[src/hw/rtl/modexp_basis_state_map_unit_macros.svh]
// Assertion macros for the modular-exponentiation basis-state map.
// Used by the RTL files that carry concurrent checks; expects clk_i and rst_ni in scope.
`ifndef MODEXP_BASIS_STATE_MAP_UNIT_MACROS_SVH
`define MODEXP_BASIS_STATE_MAP_UNIT_MACROS_SVH

// Same-cycle implication, disabled while in reset.
`define MBSM_ASSERT_IMP(lbl, ante, cons) \
  lbl: assert property (@(posedge clk_i) disable iff (!rst_ni) (ante) |-> (cons)) \
    else $error("mbsm check failed");

// Next-cycle implication, disabled while in reset.
`define MBSM_ASSERT_NXT(lbl, ante, cons) \
  lbl: assert property (@(posedge clk_i) disable iff (!rst_ni) (ante) |=> (cons)) \
    else $error("mbsm check failed");

`endif

[src/hw/rtl/mbsm_pkg.sv]
// Shared constants, types and helpers of the modexp basis-state map.
// No dependencies; used by every RTL file of the block but the assertion macro header.
package mbsm_pkg;

  // Design constants
  localparam int unsigned INDEX_W   = 64;   // index bits in use (8..64)
  localparam int unsigned MOD_W     = 32;   // modular arithmetic width (4..32)
  localparam int unsigned PROD_W    = 2 * MOD_W;
  localparam int unsigned RED_CNT_W = $clog2(PROD_W);

  // Fixed field widths
  localparam int unsigned IDX_FIELD_W = 64;
  localparam int unsigned TW_W        = 7;
  localparam int unsigned LW_W        = 6;
  localparam int unsigned BASE_W      = 32;
  localparam int unsigned MODU_W      = 32;
  localparam int unsigned CFG_IDX_W   = 2;
  localparam int unsigned CFG_DATA_W  = 32;

  localparam logic [IDX_FIELD_W-1:0] IDX_MASK =
      {IDX_FIELD_W{1'b1}} >> (IDX_FIELD_W - INDEX_W);

  // Register reset values
  localparam logic [TW_W-1:0]   TOTAL_WIDTH_RST = TW_W'(64);
  localparam logic [LW_W-1:0]   LOW_WIDTH_RST   = LW_W'(32);
  localparam logic [BASE_W-1:0] BASE_RST        = BASE_W'(2);
  localparam logic [MODU_W-1:0] MODULUS_RST     = MODU_W'(15);

  typedef enum logic [CFG_IDX_W-1:0] {
    REG_TOTAL_WIDTH = 2'd0,
    REG_LOW_WIDTH   = 2'd1,
    REG_BASE        = 2'd2,
    REG_MODULUS     = 2'd3
  } cfg_reg_e;

  typedef enum logic [2:0] {
    ST_IDLE,
    ST_CHECK,
    ST_STEP_WAIT,
    ST_FINAL_WAIT,
    ST_EMIT
  } state_e;

  typedef struct packed {
    logic [TW_W-1:0]   total_width;
    logic [LW_W-1:0]   low_width;
    logic [BASE_W-1:0] base;
    logic [MODU_W-1:0] modulus;
  } cfg_t;

  // Controller to datapath
  typedef struct packed {
    logic load;          // capture item and operands
    logic start;         // launch both modular multiplies
    logic commit_step;   // take square (and product if exponent bit set), shift exponent
    logic set_one;       // zero exponent: power is 1
    logic commit_final;  // take final product as the power
    logic load_out;      // move result to output register
  } cmd_t;

  // Datapath to controller
  typedef struct packed {
    logic e_zero;
    logic e_one;
    logic lane_done;
    logic out_free;
  } status_t;

  // Mask of the kept low index bits; widths of INDEX_W or more keep everything.
  function automatic logic [IDX_FIELD_W-1:0] keep_mask(input logic [TW_W-1:0] tw);
    logic [TW_W-1:0]        keep;
    logic [IDX_FIELD_W-1:0] m;
    keep = (tw > TW_W'(INDEX_W)) ? TW_W'(INDEX_W) : tw;
    if (keep >= TW_W'(IDX_FIELD_W)) begin
      m = {IDX_FIELD_W{1'b1}};
    end else begin
      m = ~({IDX_FIELD_W{1'b1}} << keep);
    end
    return m;
  endfunction

endpackage

[src/hw/rtl/mbsm_ctrl.sv]
// Controller state machine: sequences load, square-and-multiply rounds and result hand-off.
// Depends on mbsm_pkg for state, command and status types.
module mbsm_ctrl (
  input  logic               clk_i,
  input  logic               rst_ni,
  input  logic               in_valid_i,
  output logic               in_ready_o,
  input  mbsm_pkg::status_t  status_i,
  output mbsm_pkg::cmd_t     cmd_o
);

  mbsm_pkg::state_e state_q, state_d;

  always_ff @(posedge clk_i or negedge rst_ni) begin
    if (!rst_ni) begin
      state_q <= mbsm_pkg::ST_IDLE;
    end else begin
      state_q <= state_d;
    end
  end

  // next state
  always_comb begin
    state_d = state_q;
    case (state_q)
      mbsm_pkg::ST_IDLE: begin
        if (in_valid_i) state_d = mbsm_pkg::ST_CHECK;
      end
      mbsm_pkg::ST_CHECK: begin
        if (status_i.e_zero) begin
          state_d = mbsm_pkg::ST_EMIT;
        end else if (status_i.e_one) begin
          state_d = mbsm_pkg::ST_FINAL_WAIT;
        end else begin
          state_d = mbsm_pkg::ST_STEP_WAIT;
        end
      end
      mbsm_pkg::ST_STEP_WAIT: begin
        if (status_i.lane_done) state_d = mbsm_pkg::ST_CHECK;
      end
      mbsm_pkg::ST_FINAL_WAIT: begin
        if (status_i.lane_done) state_d = mbsm_pkg::ST_EMIT;
      end
      mbsm_pkg::ST_EMIT: begin
        if (status_i.out_free) state_d = mbsm_pkg::ST_IDLE;
      end
      default: state_d = mbsm_pkg::ST_IDLE;
    endcase
  end

  // outputs
  always_comb begin
    cmd_o      = '0;
    in_ready_o = 1'b0;
    case (state_q)
      mbsm_pkg::ST_IDLE: begin
        in_ready_o = 1'b1;
        cmd_o.load = in_valid_i;
      end
      mbsm_pkg::ST_CHECK: begin
        if (status_i.e_zero) begin
          cmd_o.set_one = 1'b1;
        end else begin
          cmd_o.start = 1'b1;
        end
      end
      mbsm_pkg::ST_STEP_WAIT: begin
        cmd_o.commit_step = status_i.lane_done;
      end
      mbsm_pkg::ST_FINAL_WAIT: begin
        cmd_o.commit_final = status_i.lane_done;
      end
      mbsm_pkg::ST_EMIT: begin
        cmd_o.load_out = status_i.out_free;
      end
      default: begin
        cmd_o = '0;
      end
    endcase
  end

endmodule

[config.mk]
export PLATFORM = sky130hd
export DESIGN_NAME = mbsm_ctrl
export DESIGN_NICKNAME = d
export VERILOG_FILES = /design/src/hw/rtl/modexp_basis_state_map_unit_macros.svh /design/src/hw/rtl/mbsm_pkg.sv /design/src/hw/rtl/mbsm_ctrl.sv
export SDC_FILE = /design/constraint.sdc
export NUM_CORES = 1
export LEC_CHECK = 0
export ABC_AREA = 1
export BUFFER_PORTS_ARGS = -buffer_cell sky130_fd_sc_hd__buf_2
export CAP_MARGIN = 30
export CORE_AREA = 2 2 39 41
export CTS_BUF_LIST = sky130_fd_sc_hd__clkbuf_8
export CTS_CLUSTER_DIAMETER = 150
export DETAILED_ROUTE_END_ITERATION = 10
export DIE_AREA = 0 0 41 43
export PLACE_DENSITY = 0.45
export SLEW_MARGIN = 20
export SYNTH_ARGS = -nofsm -noshare
export SYNTH_HDL_FRONTEND = slang
export SYNTH_SLANG_ARGS = --single-unit
[constraint.sdc]
create_clock -name clk_i -period 0.95 [get_ports clk_i]
set_input_delay 0.19 -clock clk_i [delete_from_list [all_inputs] [get_ports clk_i]]
set_output_delay 0.19 -clock clk_i [all_outputs]
set_load 0.01 [all_outputs]
==> impl_metrics.csv <==
group,metric,value,unit
power_and_ir_drop,p_comb_frac,0.579,
clock_tree,cts_tree,"yes",
finish,area_delta_synth_final,109.6,%
grt,top_usage_layer,"met2",
power_and_ir_drop,p_int,939.8,µW
timing,worst_slack,-348.0,ps
floorplan,io-pin-count,14,
floorplan,die_area,1763,µm²
timing,setup_violations,10,
clock_tree,cts.path.max_buffers,2,
finish,antenna_cells,0,
grt,grt.overflow.total,0,
grt,antenna_found_initial,0,
setup_path,cp_max_fo,4,
yosys,yosys.area.top_type,"dfrtp_1",
drt,ant_nets,0,
power_and_ir_drop,switching_share,0.4038,
power_and_ir_drop,pwr-share-clk,0.230,
placed_design,dp_hpwl,478.3,µm
drt,firstDrtPassIters,1,
run_status,status,"finished with violations",
placed_design,dp_slack,-205.4,ps
yosys,seq_area_frac_synth,0.3191,
yosys,synth_area_leaders,"dfrtp_1, nand2_1, inv_1",
setup_path,r2r_start,"state_q[0]$_DFFE_PN0P_",
grt,grt_max_degree,9,
clock_tree,numCtsBuffers,3,
setup_path,cp.arrival,1110,ps
setup_path,required,760,ps
drt,totalWireLength,678,µm
grt,use_met3,0.04712,
timing,fmax,770.4,MHz
yosys,syn-num-nets,44,
yosys,avgSynthCellArea,6.357,µm²
yosys,yosys_warnings,0,
power_and_ir_drop,power.density,3197,nW/µm²
yosys,synth.most_common_cell,"nand2_1",
setup_path,r2r_end,"state_q[0]$_DFFE_PN0P_",
power_and_ir_drop,switching_power,636.4,µW
drt,drt-wirelength-per-cell,8.582,µm
setup_path,end_kind,"output pin",
timing,layout_min_cycle_time,1298,ps
drt,viasPerCell,4.101,
drt,num_vias,324,
grt,met2_usage,0.1563,
clock_tree,insertion_delay,220,ps
yosys,async_reset_ff_frac,1.000,
timing,slew_headroom,0.8522,
power_and_ir_drop,ir_drop,700.9,µV
power_and_ir_drop,power.total,1576,µW
drt,drc,0,
finish,top_regs,"state_q: 3 flops",
run,cap_violations,0,
floorplan,start_util,0.1700,
grt,grt_pass1_wl,1.083,mm
clock_tree,path_clk_slew,30,ps
drt,dr.first_iter.drc_count,0,
yosys,synth_cells,37,
setup_path,start_kind,"flip-flop",
min_path,hp-class,"input pin to asynchronous set/reset pin",
grt,grt.total_usage,0.09768,
floorplan,core_area,1384,µm²
timing,hold_viol,0,
grt,grtUsageMet1,0.08442,
grt,grt_pass1_vias,304,
setup_path,reg2reg_depth,8,
yosys,ys_ff_latch,3,
finish,top_register,"state_q",
yosys,synth_top_cell_area_share,0.3191,
clock_tree,clock-sinks,3,
floorplan,die_width,41,µm
yosys,netlist_top_cells_count,"nand2_1, inv_1, nor2_1",
finish,largest_register_ffs,3,
timing,worst-slew-pin-transition,221.7,ps
floorplan,die_h,43,µm
finish,drive_gt1_frac,0.6508,
placed_design,gp_congestion,0.7324,
placed_design,io_buffer_count,13,
clock_tree,cts_htree_levels,1,
timing,report.final.slew_viol_count,0,
timing,post-route-period-util,1.366,
yosys,synth_area,235.2,µm²
yosys,synth_flop_cell,"dfrtp_1",
timing,hold_slack,298.1,ps
power_and_ir_drop,pwr-share-seq,0.191,
finish,final_nets,71,
timing,rsz0062_at_grt,"true",
yosys,yosysUniqueCellTypes,14,
timing,clock_skew,2.717,ps
finish,utilization,0.3562,
run_status,violations,"setup timing",
floorplan,num_rows,14,
power_and_ir_drop,p_leak,0.0002737,µW
clock_tree,clockRootBuffer,"clkbuf_8",
yosys,synth_edf_count,0,
setup_path,worstSetupPathType,"flip-flop to output pin",
setup_path,worst-r2r-setup-slack,-250,ps
-- timing repair --
item                                    CTS  global route
endpoints found under the hold margin     3             0
gates cloned                              0             0
hold buffers                              1             0
resized for setup                         8             2
pin swaps                                 8             2
setup buffers                             4             2
endpoints found under the setup margin   10            10
-- routing by layer --
layer / vias to the layer above / routed length (µm) / share of wire
met2: 7 / 373 / 0.55
li1: 166 / - / -
met5: - / 0 / 0
met3: 2 / 36 / 0.053
met4: 0 / 16 / 0.024
met1: 149 / 251 / 0.37
-- worst max path at each step --
stage	start	end	slack [ps]	depth (start not counted)
CTS	state_q[0]$_DFFE_PN0P_	cmd_o[5]	-350	4
finish	state_q[0]$_DFFE_PN0P_	cmd_o[2]	-350	5
global placement	state_q[0]$_DFFE_PN0P_	cmd_o[5]	-190	4
floorplan	state_q[0]$_DFFE_PN0P_	cmd_o[5]	-70	3
global route	state_q[0]$_DFFE_PN0P_	cmd_o[1]	-420	5
detailed placement	state_q[1]$_DFFE_PN0P_	cmd_o[0]	-210	2
-- worst max-delay path, stage by stage (launching register included) --
cell     delay, ps
dfrtp_2        420
inv_4           70
nor2_4         120
inv_2           60
nor2_1          80
buf_2          130
-- cells by family (layout without fill, tap and decap cells) --
kind of cell / after synthesis / in the layout / synth area share
buffers and inverters: 8 / 34 / 0.1595
AOI/OAI and AO/OA: 3 / 3 / 0.06381
DFF: 3 / 3 / 0.3191
and+or+nand+nor: 23 / 23 / 0.4575
-- per-stage QoR --
stage | instance area (µm²) | TNS (ps) | cells
after floorplan | 262.8 | -184.1 | 37
after global routing | 493.0 | -3438 | 79
after detailed placement | 359.1 | -1489 | 68
after CTS | 469.2 | -2484 | 77
final | 493.0 | -2771 | 79
after global placement | 359.1 | -1566 | 68
-- layout make-up --
cell class	instances	area (µm²)
clock buffers	3	41.29
flip-flops and latches	3	77.57
multi-input cells	26	168.9
inverters	7	28.78
well taps	16	20.02
clock inverters	1	3.754
fillers	146	890.9
repair buffers	23	152.6
-- cell usage in the layout, fill, tap and decap left out --
cell type | Yosys | final
o21ai_1 | 2 | 1
nand4_1 | 1 | 1
buf_2 | 0 | 12
nand3_1 | 2 | 1
nand3_2 | 0 | 1
clkbuf_8 | 0 | 3
nand2_2 | 0 | 2
nand2_1 | 12 | 9
a21oi_1 | 1 | 1
nand2_4 | 0 | 1
inv_2 | 3 | 4
nor3b_2 | 0 | 1
buf_6 | 1 | 2
nor2_4 | 1 | 2
dfrtp_1 | 3 | 1
buf_4 | 0 | 8
inv_4 | 0 | 1
dfrtp_2 | 0 | 2
nor2_1 | 4 | 4
dlygate4sd3_1 | 0 | 1
nor4_4 | 0 | 1
o21ai_2 | 0 | 1
inv_1 | 4 | 3
-- power groups by stage --
stage / Sequential [µW] / Combinational (µW) / Clock (µW)
after floorplan: 236 / 473 / 0
after global placement: 285 / 637 / 0
after detailed placement: 284 / 621 / 0
after CTS: 299 / 816 / 369
after global routing: 307 / 1020 / 389
final: 302 / 913 / 362
(Power assumes the default switching activity.)
